### config.mk
export PLATFORM = sky130hd
export DESIGN_NAME = alnum_vigenere_shift_core
export DESIGN_NICKNAME = d
export VERILOG_FILES = /design/src/rtl/avs_pkg.sv /design/src/rtl/avs_front.sv /design/src/rtl/avs_queue.sv /design/src/rtl/avs_back.sv /design/src/rtl/alnum_vigenere_shift_core.sv
export SDC_FILE = /design/constraint.sdc
export NUM_CORES = 1
export LEC_CHECK = 0
export BUFFER_PORTS_ARGS = -buffer_cell sky130_fd_sc_hd__buf_2
export CAP_MARGIN = 20
export CORE_MARGIN = 5
export CORE_UTILIZATION = 50
export DETAILED_ROUTE_END_ITERATION = 10
export PLACE_DENSITY = 0.8
export SLEW_MARGIN = 20
export SYNTH_ARGS = -nofsm -noshare
export SYNTH_HDL_FRONTEND = slang
export SYNTH_HIERARCHICAL = 1
export SYNTH_SLANG_ARGS = --single-unit
### constraint.sdc
create_clock -name clk -period 7.8 [get_ports clk]
set_input_delay 0.78 -clock clk [delete_from_list [all_inputs] [get_ports clk]]
set_output_delay 0.78 -clock clk [all_outputs]
set_load 0.02 [all_outputs]
### src/rtl/avs_pkg.sv
// Shared types, constants and character helpers for the alphanumeric shift cipher.
package avs_pkg;

    localparam int KEY_MAX     = 16;
    localparam int KEY_POS_W   = 4;
    localparam int KEY_LEN_W   = 5;
    localparam int CHAR_W      = 8;
    localparam int SHIFT_W     = 5;
    localparam int CFG_INDEX_W = 2;
    localparam int CFG_DATA_W  = 64;

    localparam logic [CHAR_W-1:0] CHAR_UPPER_A = 8'h41;
    localparam logic [CHAR_W-1:0] CHAR_UPPER_Z = 8'h5A;
    localparam logic [CHAR_W-1:0] CHAR_LOWER_A = 8'h61;
    localparam logic [CHAR_W-1:0] CHAR_LOWER_Z = 8'h7A;
    localparam logic [CHAR_W-1:0] CHAR_DIGIT_0 = 8'h30;
    localparam logic [CHAR_W-1:0] CHAR_DIGIT_9 = 8'h39;

    localparam logic [SHIFT_W-1:0] LETTER_MOD = 5'd26;
    localparam logic [SHIFT_W-1:0] DIGIT_MOD  = 5'd10;

    typedef enum logic [CFG_INDEX_W-1:0] {
        CFG_KEY_LOW    = 2'd0,
        CFG_KEY_HIGH   = 2'd1,
        CFG_KEY_LENGTH = 2'd2,
        CFG_DECRYPT    = 2'd3
    } cfg_reg_t;

    typedef enum logic [1:0] {
        CLS_NONE  = 2'd0,
        CLS_UPPER = 2'd1,
        CLS_LOWER = 2'd2,
        CLS_DIGIT = 2'd3
    } char_class_t;

    typedef struct packed {
        logic [CHAR_W-1:0]  data_char;
        char_class_t        cls;
        logic [SHIFT_W-1:0] shift;
        logic               decrypt;
    } item_t;

    function automatic char_class_t classify(input logic [CHAR_W-1:0] c);
        char_class_t cls;
        if (c inside {[CHAR_UPPER_A:CHAR_UPPER_Z]})
            cls = CLS_UPPER;
        else if (c inside {[CHAR_LOWER_A:CHAR_LOWER_Z]})
            cls = CLS_LOWER;
        else if (c inside {[CHAR_DIGIT_0:CHAR_DIGIT_9]})
            cls = CLS_DIGIT;
        else
            cls = CLS_NONE;
        return cls;
    endfunction

    function automatic logic [CHAR_W-1:0] class_base(input char_class_t cls);
        logic [CHAR_W-1:0] base;
        case (cls)
            CLS_UPPER: base = CHAR_UPPER_A;
            CLS_LOWER: base = CHAR_LOWER_A;
            CLS_DIGIT: base = CHAR_DIGIT_0;
            default:   base = '0;
        endcase
        return base;
    endfunction

endpackage

### src/rtl/avs_front.sv
// Front end: accepts bytes, tracks the key position and classifies data and key.
module avs_front (
    input  logic                          clk,
    input  logic                          rst_n,
    input  logic                          in_valid,
    output logic                          in_stall,
    input  logic [avs_pkg::CHAR_W-1:0]    data_char,
    input  logic                          restart,
    input  logic [avs_pkg::CFG_DATA_W-1:0] key_low,
    input  logic [avs_pkg::CFG_DATA_W-1:0] key_high,
    input  logic [avs_pkg::KEY_LEN_W-1:0] key_length,
    input  logic                          decrypt,
    input  logic                          queue_full,
    output logic                          push,
    output avs_pkg::item_t                push_item
);
    import avs_pkg::*;

    logic [KEY_POS_W-1:0]      pos_reg;
    logic [KEY_POS_W-1:0]      pos_next;
    logic [KEY_POS_W-1:0]      pos_base;
    logic [KEY_POS_W-1:0]      pos_use;
    logic [KEY_LEN_W-1:0]      pos_inc;
    logic [KEY_LEN_W-1:0]      eff_len;
    logic [2*CFG_DATA_W-1:0]   key_all;
    logic [CHAR_W-1:0]         key_char;
    char_class_t               key_cls;
    char_class_t               data_cls;
    logic [CHAR_W-1:0]         key_diff;
    logic [SHIFT_W-1:0]        key_shift;
    logic [SHIFT_W-1:0]        shift_red;

    assign in_stall = queue_full;
    assign push     = in_valid && !queue_full;
    assign key_all  = {key_high, key_low};

    always_comb
    begin
        if (key_length == '0)
            eff_len = KEY_LEN_W'(1);
        else if (key_length > KEY_LEN_W'(KEY_MAX))
            eff_len = KEY_LEN_W'(KEY_MAX);
        else
            eff_len = key_length;
    end

    // A position left beyond a shortened key wraps to the first character.
    always_comb
    begin
        pos_base = restart ? '0 : pos_reg;
        pos_use  = ({1'b0, pos_base} >= eff_len) ? '0 : pos_base;
        pos_inc  = {1'b0, pos_use} + KEY_LEN_W'(1);
        pos_next = (pos_inc >= eff_len) ? '0 : pos_inc[KEY_POS_W-1:0];
    end

    always_comb
    begin
        key_char  = key_all[{pos_use, 3'b000} +: CHAR_W];
        key_cls   = classify(key_char);
        key_diff  = key_char - class_base(key_cls);
        key_shift = (key_cls == CLS_NONE) ? '0 : key_diff[SHIFT_W-1:0];
        data_cls  = classify(data_char);
        // Digit data takes the key shift modulo 10; the shift is at most 25.
        shift_red = key_shift;
        if (data_cls == CLS_DIGIT)
        begin
            if (key_shift >= SHIFT_W'(20))
                shift_red = key_shift - SHIFT_W'(20);
            else if (key_shift >= DIGIT_MOD)
                shift_red = key_shift - DIGIT_MOD;
        end
    end

    always_comb
    begin
        push_item.data_char = data_char;
        push_item.cls       = data_cls;
        push_item.shift     = shift_red;
        push_item.decrypt   = decrypt;
    end

    always_ff @(posedge clk or negedge rst_n)
    begin
        if (!rst_n)
            pos_reg <= '0;
        else if (push)
            pos_reg <= pos_next;
    end

endmodule

### src/rtl/avs_queue.sv
// Two-entry queue between the front end and the back end.
module avs_queue (
    input  logic           clk,
    input  logic           rst_n,
    input  logic           push,
    input  avs_pkg::item_t push_item,
    output logic           full,
    input  logic           pop,
    output logic           head_valid,
    output avs_pkg::item_t head_item
);
    import avs_pkg::*;

    item_t       entry_reg [2];
    logic [1:0]  count_reg;
    logic [1:0]  count_next;
    logic        wr_ptr_reg;
    logic        rd_ptr_reg;

    assign full       = (count_reg == 2'd2);
    assign head_valid = (count_reg != 2'd0);
    assign head_item  = entry_reg[rd_ptr_reg];

    always_comb
    begin
        count_next = count_reg;
        if (push && !pop)
            count_next = count_reg + 2'd1;
        else if (pop && !push)
            count_next = count_reg - 2'd1;
    end

    always_ff @(posedge clk or negedge rst_n)
    begin
        if (!rst_n)
        begin
            count_reg  <= '0;
            wr_ptr_reg <= 1'b0;
            rd_ptr_reg <= 1'b0;
        end
        else
        begin
            count_reg <= count_next;
            if (push)
                wr_ptr_reg <= !wr_ptr_reg;
            if (pop)
                rd_ptr_reg <= !rd_ptr_reg;
        end
    end

    always_ff @(posedge clk)
    begin
        if (push)
            entry_reg[wr_ptr_reg] <= push_item;
    end

endmodule

### src/rtl/avs_back.sv
// Back end: applies the shift with wrap-around and holds the result register.
module avs_back (
    input  logic                       clk,
    input  logic                       rst_n,
    input  logic                       head_valid,
    input  avs_pkg::item_t             head_item,
    output logic                       pop,
    output logic                       out_valid,
    input  logic                       out_stall,
    output logic [avs_pkg::CHAR_W-1:0] out_char
);
    import avs_pkg::*;

    logic                 out_valid_reg;
    logic [CHAR_W-1:0]    out_char_reg;
    logic [CHAR_W-1:0]    result;
    logic [CHAR_W-1:0]    base;
    logic [CHAR_W-1:0]    alpha_full;
    logic [SHIFT_W-1:0]   modulus;
    logic [SHIFT_W:0]     sum;
    logic [SHIFT_W:0]     wrapped;

    assign pop       = head_valid && (!out_valid_reg || !out_stall);
    assign out_valid = out_valid_reg;
    assign out_char  = out_char_reg;

    always_comb
    begin
        base       = class_base(head_item.cls);
        modulus    = (head_item.cls == CLS_DIGIT) ? DIGIT_MOD : LETTER_MOD;
        alpha_full = head_item.data_char - base;
        // Both sums stay below twice the modulus, so one subtract wraps them.
        if (head_item.decrypt)
            sum = {1'b0, alpha_full[SHIFT_W-1:0]} + {1'b0, modulus}
                  - {1'b0, head_item.shift};
        else
            sum = {1'b0, alpha_full[SHIFT_W-1:0]} + {1'b0, head_item.shift};
        wrapped = (sum >= {1'b0, modulus}) ? sum - {1'b0, modulus} : sum;
        if (head_item.cls == CLS_NONE)
            result = head_item.data_char;
        else
            result = base + CHAR_W'(wrapped);
    end

    always_ff @(posedge clk or negedge rst_n)
    begin
        if (!rst_n)
            out_valid_reg <= 1'b0;
        else if (pop)
            out_valid_reg <= 1'b1;
        else if (!out_stall)
            out_valid_reg <= 1'b0;
    end

    always_ff @(posedge clk)
    begin
        if (pop)
            out_char_reg <= result;
    end

endmodule

### src/rtl/alnum_vigenere_shift_core.sv
// Top level of the alphanumeric shift cipher: configuration registers and datapath.
//
// Each accepted byte is shifted by one key character, the key cycling over
// key_length characters (zero counts as one, above 16 as 16); letters wrap
// modulo 26 and digits modulo 10 within their class, and every other byte
// passes through while still using a key position. The block takes one byte
// per cycle while the queue is not full: the key position register is the
// front end's only loop and it advances once per transfer. An accepted byte
// waits in a two-entry queue and moves into the output register when that
// register is empty or its result is taken; while it holds a stalled result,
// the input keeps taking transfers until the queue holds two bytes.
module alnum_vigenere_shift_core (
    input  logic                           clk,
    input  logic                           rst_n,
    input  logic                           in_valid,
    output logic                           in_stall,
    input  logic [avs_pkg::CHAR_W-1:0]     data_char,
    input  logic                           restart,
    output logic                           out_valid,
    input  logic                           out_stall,
    output logic [avs_pkg::CHAR_W-1:0]     out_char,
    input  logic                           cfg_write_en,
    input  logic [avs_pkg::CFG_INDEX_W-1:0] cfg_index,
    input  logic [avs_pkg::CFG_DATA_W-1:0] cfg_data
);
    import avs_pkg::*;

    logic [CFG_DATA_W-1:0] key_low_reg;
    logic [CFG_DATA_W-1:0] key_high_reg;
    logic [KEY_LEN_W-1:0]  key_length_reg;
    logic                  decrypt_reg;
    logic                  push;
    item_t                 push_item;
    logic                  queue_full;
    logic                  pop;
    logic                  head_valid;
    item_t                 head_item;

    always_ff @(posedge clk or negedge rst_n)
    begin
        if (!rst_n)
        begin
            key_low_reg    <= '0;
            key_high_reg   <= '0;
            key_length_reg <= KEY_LEN_W'(1);
            decrypt_reg    <= 1'b0;
        end
        else if (cfg_write_en)
        begin
            case (cfg_reg_t'(cfg_index))
                CFG_KEY_LOW:    key_low_reg    <= cfg_data;
                CFG_KEY_HIGH:   key_high_reg   <= cfg_data;
                CFG_KEY_LENGTH: key_length_reg <= cfg_data[KEY_LEN_W-1:0];
                CFG_DECRYPT:    decrypt_reg    <= cfg_data[0];
                default:        ;
            endcase
        end
    end

    avs_front u_front (
        .clk        (clk),
        .rst_n      (rst_n),
        .in_valid   (in_valid),
        .in_stall   (in_stall),
        .data_char  (data_char),
        .restart    (restart),
        .key_low    (key_low_reg),
        .key_high   (key_high_reg),
        .key_length (key_length_reg),
        .decrypt    (decrypt_reg),
        .queue_full (queue_full),
        .push       (push),
        .push_item  (push_item)
    );

    avs_queue u_queue (
        .clk        (clk),
        .rst_n      (rst_n),
        .push       (push),
        .push_item  (push_item),
        .full       (queue_full),
        .pop        (pop),
        .head_valid (head_valid),
        .head_item  (head_item)
    );

    avs_back u_back (
        .clk        (clk),
        .rst_n      (rst_n),
        .head_valid (head_valid),
        .head_item  (head_item),
        .pop        (pop),
        .out_valid  (out_valid),
        .out_stall  (out_stall),
        .out_char   (out_char)
    );

endmodule

==> metrics.txt, run 1 <==
Nets=between 1k and 1.5k; cell internal pwr=a little over 3 mW; synth unique cells=slightly above 80; status=finished, final reports clean; yosys warns=6; setup TNS=0 ns; largest net degree at the start of global routing=between 80 and 90; Setup Crit Path Kind=primary input to flop; power share of the combinational group=56.6%; CTS buffer count=17; Die W=approximately 160 um; Post-synth top flop=dfrtp_1; Synth Area in Compound Gates=~12%; Hold Crit Class=primary input to asynchronous set/reset pin; pwr dens=446.6 nW/um2; CP delay by family, top=compound AO/OA/AOI/OAI gates; die area=around 24000 um2; Avg Vias per Cell=5.825; DRC=0; DRT antenna net count=0; critical path launch point type=primary input; share of synthesized registers carrying an async set or reset=between 70% and 80%; port bufs=89; die height=between 150 and 200 um; share of cells above drive strength 1=33.54%; Syn Nets=1002; Synth Area in Adders=5.701%; CP Capture Type=flop; Post-Synth Simple-Gate Area=around 9.2%; Detailed Place HPWL=around 17000 um; antenna violations before repair=3; Buf+Inv Stages, Crit Path=4; Wirelength per Cell=19.01 um; final hold vios=0; clock share of power=16.4%; switching pwr=2.171 mW; Worst-path clk slew=roughly 0.07 ns; clk root buf=clkbuf_16; Critical Path RT=just under 8 ns; DP Area=~11000 um2; sw frac=between 40% and 50%; Overflow after GRT=0; share of the synthesized area in the top cell type=33.18%; sequential power share=27.1%; Seq/Total Area, Yosys=44.64%; first-pass GRT wire length=38020 um; First-pass DRT Iterations=5; Final Critical Period=roughly 6.6 ns; R2R depth=25; synthesized area per cell=around 12 um2; Cells after DPL=roughly 1.2k; # IOs=90; initial core utilization=between 50% and 60%; vias in the first global route=7192; CP arrival=6.78 ns; max_slew headroom=35.67%; design area=11680 um2; register bit count reported by yosys=between 150 and 200; Post-Route WL=roughly 23000 um; non-filler cells, final=1234; Setup Viol. Count Final=0; H-Tree Depth=4; Layout area overhead=9.030%; Vias=7188; # clock sinks=~180; cells after synthesis=875; CP Max Fanout=16; top cells by area, synth=dfrtp_1 33%, edfxtp_1 11%, mux2_4 11%, mux2_2 8.1%, ha_1 5.1%; max incr delay on CP=0.52 ns; Max Clock Skew=0.01348 ns; gr usage total=approximately a fifth; fmax=between 150 and 200 MHz; WP depth=26; clk buf depth=2; Slew @ Worst Pin=0.9650 ns; GPL Wtd Cong=0.9533; cts repair resizes=0; hold_ws=around 0.37 ns; Post-synth EDFFs=40; Post-CTS Setup Inserts=0; multiplexer area fraction after synthesis=20.25%; Clk Latency, worst-skew pair=0.44 ns; critical path's most frequent cell=ha_1; Critical-path top delay cell=or4b_4; core box area=21090 um2; CTS tree=built; Post-Syn Area=between 10000 and 15000 um2; drt initial violations=630; area leader, netlist=dfrtp_1; final critical-path share of the clock period=a little over four fifths; main combinational cell family by area after synthesis=multiplexers; P_leak=5.250 nW; XOR/XNOR Fraction of Synth Area=2.278%; VDD IR max=0.3441 mV; RSZ-0062 raised after global routing=no; fin. max-slew vios=0; Fill cells=about 1.8k; # hold bufs at CTS=0; total of max-cap violations=0; Rows=53
==> synthesized netlist by cell type (all sizes together), types with 8 or more instances <==
| library cell | instances |
|---|---|
| mux2 | 157 |
| dfrtp | 142 |
| nand2 | 77 |
| buf | 46 |
| ha | 44 |
| a21oi | 40 |
| edfxtp | 40 |
| inv | 40 |
| nand3 | 40 |
| nor2 | 27 |
| o21ai | 25 |
| o221ai | 20 |
| xnor2 | 17 |
| a21o | 11 |
| a31oi | 10 |
| mux2i | 10 |
| nand2b | 10 |
| xor2 | 10 |
| nor3 | 9 |
| nor2b | 8 |
==> power by group through the flow <==
stage | sequential [mW] | clock (mW) | combinational [mW]
2_1_floorplan | 1.40 | 0 | 2.40
3_5_place_dp | 1.43 | 0 | 2.91
6_report | 1.41 | 0.854 | 2.95
5_1_grt | 1.43 | 0.914 | 3.24
4_1_cts | 1.41 | 0.871 | 2.94
3_3_place_gp | 1.42 | 0 | 2.84
==> worst register-to-register path: cells and delay by family, from the launching register on <==
kind | cells | cell delay, ns
compound gates | 10 | 2.18
xor+xnor | 1 | 0.15
fa+ha+maj | 5 | 1.17
buf+inv | 3 | 0.58
flops | 1 | 0.49
mux | 2 | 0.49
simple gates | 4 | 1.26
==> routing by layer <==
metal,up-vias,share of wire [%],wire length [um],global-route usage (%)
met2,272,46,10890,30.64
met5,-,0.043,10,0
li1,3321,-,-,-
met3,51,6.3,1484,3.844
met4,2,2.1,499,6.446
met1,3542,45,10580,27.30
==> cells in the final DEF, fill, tap and decap left out, drive strengths merged, types with 27 or more instances in the layout <==
master / synthesis / layout
inv: 40 / 48
nand2: 77 / 77
buf: 46 / 100
edfxtp: 40 / 40
nor2: 27 / 27
nand3: 40 / 40
dfrtp: 142 / 142
ha: 44 / 44
a21oi: 40 / 40
mux2: 157 / 157
==> logic make-up after synthesis <==
| kind of cell | after synthesis |
|---|---|
| AO/OA/AOI/OAI | 160 |
| XOR/XNOR | 27 |
| adder cells (fa/ha/maj) | 47 |
| buffers and inverters | 90 |
| flip-flops | 183 |
| multiplexers | 167 |
| AND/OR/NAND/NOR | 201 |
==> stage by stage <==
step	total power, mW	utilization [%]	setup WS [ns]
global route	5.593	55.38	0.8424
finish	5.215	55.38	1.177
global placement	4.259	52.53	1.111
floorplan	3.800	-	1.711
detailed placement	4.336	52.53	0.8678
CTS	5.217	55.35	1.305
==> cell type report <==
type / instances / area (um2) / area share [%]
multi-input cells: 602 / 5263 / 45.07
repair buffers: 100 / 534.3 / 4.575
clock inverters: 13 / 152.6 / 1.307
diodes: 2 / 5.005 / 0.04286
clock buffers: 19 / 442.9 / 3.793
flip-flops and latches: 183 / 4781 / 40.94
inverters: 40 / 155.1 / 1.329
well taps: 275 / 344.1 / 2.947
==> final timing paths <==
path                       slack [ns]                  from                       to
max                              1.18               restart  u_queue/entry_reg[1][5]
min                              0.37                 rst_n          key_low_reg[46]
max reg2reg                      1.19    u_front/pos_reg[1]  u_queue/entry_reg[1][5]
min reg2reg                      0.48  u_queue/count_reg[1]     u_queue/count_reg[1]
max in group asynchronous        6.22                 rst_n         key_high_reg[43]
min in group clk                 0.48  u_queue/count_reg[1]     u_queue/count_reg[1]
No activity file was read; power rests on OpenSTA's default activity.
==> run 2, diff against run 1 <==
--- a/config.mk
+++ b/config.mk
@@ -10,7 +10,7 @@
 export CORE_MARGIN = 5
 export CORE_UTILIZATION = 50
 export DETAILED_ROUTE_END_ITERATION = 10
-export PLACE_DENSITY = 0.8
+export PLACE_DENSITY = 0.82
 export SLEW_MARGIN = 20
 export SYNTH_ARGS = -nofsm -noshare
 export SYNTH_HDL_FRONTEND = slang
==> constraint.sdc (replaced) <==
create_clock -name clk -period 6 [get_ports clk]
set_input_delay 0.6 -clock clk [delete_from_list [all_inputs] [get_ports clk]]
set_output_delay 0.6 -clock clk [all_outputs]
set_load 0.02 [all_outputs]
==> run 2 against run 1 <==
Effect of this change:
- sequential cell count is the same
- sequential power rose by 30%
- non-clock buffer count grew 62
==> metrics.txt, run 2 (synthesized netlist as in run 1, its figures left out) <==
status=finished, final reports clean; clk buf depth=2; Setup WS post-layout=~0.16 ns; multi-input logic area=5395 um2; sw frac=roughly 42%; fin util=roughly three fifths; core box area=roughly 21000 um2; most frequent cells in the layout=142 x dfrtp_1, 88 x buf_2, 80 x mux2_4, 77 x mux2_2, 74 x nand2_1; Avg Vias per Cell=5.798; largest net degree at the start of global routing=between 90 and 100; Setup Viol. Count Final=0; Max Clock Skew=roughly 0.021 ns; Place WS=-0.09001 ns; Cells after DPL=1249; # clock sinks=between 150 and 200; die height=between 150 and 200 um; max_slew headroom=roughly 36%; CTS tree=built; DP Area=roughly 11000 um2; CTS buffer count=17; critical path launch point type=flop; total of max-cap violations=0; most common cell after layout, fill and taps aside=dfrtp_1; CP Max Fanout=6; VDD IR max=0.4801 mV; sequential power share=25.1%; vias in the first global route=7662; share of cells above drive strength 1=39.94%; Rows=53; First-pass DRT Iterations=6; drt initial violations=530; non-filler cells, final=1294; Reg area=approximately 4800 um2; Wirelength per Cell=just under 20 um; GPL Wtd Cong=slightly above 0.9; # IOs=90; Nets=about 1.1k; Final Critical Period=5.843 ns; port bufs=89; gr usage total=20.68%; die area=24450 um2; design area=12360 um2; CP Capture Type=flop; first-pass GRT wire length=40330 um; initial core utilization=approximately half; Fill cells=1674; pwr dens=591.3 nW/um2; # hold bufs at CTS=0; Pwr Total=7.307 mW; Layout area overhead=15.39%; Critical Path RT=6.17 ns; clk root buf=clkbuf_16; power share of the combinational group=58.8%; DRC=0; Post-Route WL=25450 um; fmax=~170 MHz; n_diodes=0; CP arrival=6.02 ns; final hold vios=0; Die W=~160 um; antenna violations before repair=0; Setup Crit Path Kind=flop to flop; Slew @ Worst Pin=around 0.96 ns; clock share of power=between 10% and 20%; P_leak=5.590 nW; Vias=7503; Hold Crit Class=primary input to asynchronous set/reset pin; H-Tree Depth=4; Overflow after GRT=0; final critical-path share of the clock period=a little over nine tenths; switching pwr=just over 3 mW; Detailed Place HPWL=17510 um; fin. max-slew vios=0; DRT antenna net count=0; Clk Latency, worst-skew pair=0.44 ns; cell internal pwr=4.218 mW; Worst-path clk slew=~0.09 ns
## run 2: final cells by class
class                      count  area share (%)
tap                          275           2.784
clock buffer                  17           3.442
inverter                      40           1.276
clock inverter                15           1.701
multi-input combinational    602           43.66
sequential                   183           38.69
timing repair buffer         162           8.454
## run 2: metal layers
metal | GRT usage [%] | vias to the layer above | routed length (um) | part of all wire [%]
met1 | 28.32 | 3755 | 11040 | 43
met5 | 0 | - | 0 | 0
met4 | 5.744 | 0 | 499 | 2.0
met3 | 3.706 | 47 | 1501 | 5.9
li1 | - | 3439 | - | -
met2 | 34.04 | 262 | 12410 | 49
## run 2: critical path, stage by stage, from the launching register on
cell	delay (ns)
dfrtp_1	0.41
nor3_2	0.18
nor2_1	0.06
nor2_2	0.18
ha_1	0.25
nand2b_4	0.16
a2111oi_4	0.38
o21ai_4	0.15
buf_8	0.17
buf_4	0.15
nand3_1	0.11
a21oi_2	0.10
a211oi_2	0.31
nor2_1	0.09
nand2_1	0.07
a211oi_1	0.07
or4b_4	0.56
mux2_2	0.31
ha_4	0.25
ha_4	0.17
ha_4	0.17
buf_4	0.13
a31o_2	0.20
mux2_4	0.29
buf_4	0.15
o311ai_4	0.08
nor3b_2	0.28
a21oi_1	0.12
## run 2: stage by stage
| step | TNS (ns) | hold slack (ns) |
|---|---|---|
| 6_report | 0 | 0.2108 |
| 2_1_floorplan | 0 | 0.3044 |
| 5_1_grt | -0.4648 | 0.2908 |
| 3_3_place_gp | 0 | 0.4587 |
| 4_1_cts | 0 | 0.2676 |
| 3_5_place_dp | -0.2283 | 0.4710 |
## run 2: final timing paths
check                                     startpoint                       to  slack (ns)  cells after the start
worst max register to register     key_length_reg[3]  u_queue/entry_reg[0][3]        0.16                     27
worst max-delay path               key_length_reg[3]  u_queue/entry_reg[0][3]        0.16                     27
worst min register to register  u_queue/count_reg[1]     u_queue/count_reg[1]        0.49                      1
min in group clk                           out_stall         u_back/out_valid        0.39                      2
max in group asynchronous                      rst_n          key_low_reg[16]        4.58                      2
worst min-delay path                           rst_n         key_high_reg[47]        0.21                      1
## run 2: repair_timing
action	4_1_cts	5_1_grt
setup endpoints to repair	2	8
gates resized for setup	1	32
buffers inserted	0	13
pin swaps	0	15
hold endpoints to repair	0	0
## run 2: power by group through the flow
| stage | Combinational, mW | Clock [mW] | Sequential, mW |
|---|---|---|---|
| 2_1_floorplan | 3.12 | 0 | 1.82 |
| 3_3_place_gp | 3.85 | 0 | 1.84 |
| 3_5_place_dp | 3.97 | 0 | 1.85 |
| 4_1_cts | 4.07 | 1.19 | 1.83 |
| 5_1_grt | 4.71 | 1.25 | 1.86 |
| 6_report | 4.30 | 1.18 | 1.83 |
==> run 3, diff against run 2 <==
--- a/config.mk
+++ b/config.mk
@@ -5,6 +5,7 @@
 export SDC_FILE = /design/constraint.sdc
 export NUM_CORES = 1
 export LEC_CHECK = 0
+export ABC_CLOCK_PERIOD_IN_PS = 6000
 export BUFFER_PORTS_ARGS = -buffer_cell sky130_fd_sc_hd__buf_2
 export CAP_MARGIN = 20
 export CORE_MARGIN = 5
@@ -14,5 +15,4 @@
 export SLEW_MARGIN = 20
 export SYNTH_ARGS = -nofsm -noshare
 export SYNTH_HDL_FRONTEND = slang
-export SYNTH_HIERARCHICAL = 1
 export SYNTH_SLANG_ARGS = --single-unit
==> run 3 against run 2 <==
Effect of this change:
- synthesized cell count rose by 2.2%
- fmax rose by 0.51%
- worst hold slack improved by 0.012 ns
- routed wire length fell by 4.9%
- clock-buffer cell count rose by 2
- largest cell class unchanged
- largest power group unchanged
- total power fell by 8.3%
- register-to-register slack improved by 0.03 ns
- via count rose by 0.21%
- global-route usage rose by 0.11 points
- highest routed layer unchanged
- sequential share of layout area rose by 2.1 points
- utilization fell by 0.23 points
- first-iteration DRC count rose by 9.8%
==> metrics.txt, run 3 <==
status=finished, final reports clean; clk root buf=clkbuf_16; hold_ws=roughly 0.22 ns; CP arrival=5.98 ns; cells after synthesis=894; RR Endpoint=u_queue.entry_reg[0][4]; Setup Viol. Count Final=0; max incr delay on CP=0.40 ns; Clk Latency, worst-skew pair=approximately 0.43 ns; port bufs=89; # clock sinks=183; final hold vios=0; synth unique cells=91; Seq/Total Area, Yosys=47.15%; Syn Nets=around 1.0k; # hold bufs at CTS=0; largest net degree at the start of global routing=86; P_leak=about 5.1 nW; initial core utilization=50.44%; R2R depth=25; synthesized area per cell=11.34 um2; Fill cells=approximately 1.6k; share of the synthesized area in the top cell type=35.04%; critical path launch point type=flop; First-pass DRT Iterations=5; Vias=7519; most common cell after layout, fill and taps aside=mux2_2; first-pass GRT wire length=39410 um; Layout area overhead=15.73%; CP delay by family, top=compound AO/OA/AOI/OAI gates; Hold Crit Class=primary input to asynchronous set/reset pin; Slew @ Worst Pin=0.9009 ns; # IOs=90; Setup crit end=u_queue.entry_reg[0][4]; Buf+Inv Stages, Crit Path=0; most frequent cells in the layout=143 x mux2_2, 142 x dfrtp_1, 88 x buf_2, 81 x nand2_1, 42 x ha_1; Detailed Place HPWL=17730 um; drt initial violations=582; die height=152.4 um; GPL Wtd Cong=0.9444; Overflow after GRT=0; n_diodes=0; CP Capture Type=flop; fmax=172.0 MHz; Wirelength per Cell=18.86 um; Post-Route WL=approximately 24000 um; CP Max Fanout=7; RR Startpoint=key_length_reg[1]; H-Tree Depth=4; DRC=0; WP depth=25; commonest cells in the netlist=143 x mux2_2, 142 x dfrtp_1, 81 x nand2_1; fin util=58.37%; CTS buffer count=17; Rows=52; Max Clock Skew=0.008166 ns; max_slew headroom=39.94%; Setup WS post-layout=0.1866 ns; Post-synth EDFFs=40; DP Area=11040 um2; critical path's most frequent cell=ha_1; Post-Syn Area=10140 um2; CTS tree=built; area leader, netlist=dfrtp_1; design area=11740 um2; DRT antenna net count=0; VDD IR max=0.4129 mV; fin. max-slew vios=0; clk buf depth=2; most numerous cell in the Yosys netlist=mux2_2; gr usage total=20.79%; register bit count reported by yosys=183; final critical-path share of the clock period=96.89%; top cells by area, synth=dfrtp_1 35%, mux2_2 16%, edfxtp_1 12%, ha_1 5.2%, nand2_1 3.0%; Final Critical Period=5.813 ns; die area=about 23000 um2; Place WS=-0.09775 ns; Worst-path clk slew=0.07 ns; pwr dens=571.2 nW/um2; share of cells above drive strength 1=34.55%; vias in the first global route=7560; Setup Crit Path Kind=flop to flop; Die W=152.4 um; antenna violations before repair=0; share of synthesized registers carrying an async set or reset=78.14%; core box area=20100 um2; Critical-path top delay cell=dfrtp_1; Nets=1125; flop2flop setup slack=about 0.19 ns; total of max-cap violations=0; Critical Path RT=6.17 ns; crit path from=key_length_reg[1]; setup TNS=0 ns; Post-synth top flop=dfrtp_1; Avg Vias per Cell=5.860; yosys warns=0
## run 3: changes by cell type after synthesis, sizes merged, moves of 7 or more
| cell | previous run | this run |
|---|---|---|
| buf | 46 | 20 |
| o211ai | 7 | 15 |
| nor3 | 9 | 19 |
| o21ai | 25 | 32 |
| mux2 | 157 | 143 |
| nand3 | 40 | 10 |
| nor2 | 27 | 43 |
| mux2i | 10 | 22 |
| clkbuf | 4 | 18 |
| o221ai | 20 | 3 |
## run 3: cell families after synthesis
kind of cell	Yosys count	share of synthesized area, %
flip-flops	183	47.15
XOR/XNOR	26	2.246
adder cells (fa/ha/maj)	45	5.775
AO/OA/AOI/OAI	184	12.86
AND/OR/NAND/NOR	209	10.22
multiplexers	166	18.27
buffers and inverters	81	3.480
## run 3: per-layer routing
| layer | global-route usage, % | wire [um] |
|---|---|---|
| met1 | 27.47 | 10330 |
| met2 | 34.74 | 11870 |
| met3 | 4.005 | 1411 |
| met4 | 6.721 | 591 |
| met5 | 0 | 0 |
## run 3: worst reg2reg max path: stages, from the launching register on
cell and delay (ns):
dfrtp_1 0.40, nor3_1 0.20, nor2_1 0.08, nor2_2 0.16, ha_1 0.27, nor2b_2 0.21
o21a_4 0.23, o211ai_1 0.26, a2bb2oi_1 0.21, a311oi_1 0.26, a31oi_1 0.10, mux2_2 0.29
a211oi_2 0.26, a21boi_2 0.22, a21oi_1 0.09, ha_1 0.30, ha_1 0.22, and3_1 0.22
xnor2_1 0.16, nand2b_1 0.15, ha_1 0.19, o21ai_0 0.09, a22o_1 0.23, a311oi_4 0.40
mux2i_1 0.25, o22ai_1 0.12
## run 3: area by class of cell
class                   count  area, um2  share of cell area [%]
clock inverters            13      152.6                   1.301
flip-flops and latches    183       4781                   40.74
well taps                 270      337.8                   2.879
repair buffers            125      734.5                   6.259
inverters                  43      163.9                   1.397
clock buffers              19      452.9                   3.860
multi-input cells         630       5112                   43.57
## run 3: worst min path at each step
stage                            start                      end  slack [ns]  cells after the start
finish                           rst_n         key_high_reg[49]        0.22                      1
global placement           decrypt_reg  u_queue.entry_reg[0][0]        0.45                      0
CTS                              rst_n          key_low_reg[49]        0.24                      1
detailed placement  u_front.pos_reg[3]       u_front.pos_reg[3]        0.47                      2
global route                     rst_n          key_low_reg[58]        0.27                      1
floorplan                        rst_n              decrypt_reg        0.30                      0
## run 3: what timing repair did
action | 4_1_cts | 5_1_grt
gates resized for setup | 0 | 16
setup endpoints to repair | 0 | 8
setup buffers | 0 | 2
## run 3: through the flow
stage	power, mW	std cells
final	6.703	1283
after global routing	7.221	1283
after CTS	6.648	1281
after detailed placement	5.470	1249
after global placement	5.344	1249
after floorplan	4.641	894
## run 3: report_power, final
| part | leakage [nW] | internal, mW | switching [mW] | total, mW |
|---|---|---|---|---|
| combinational | 2.70 | 1.60 | 2.15 | 3.75 |
| sequential | 2.07 | 1.65 | 0.165 | 1.81 |
| clock | 0.300 | 0.617 | 0.525 | 1.14 |
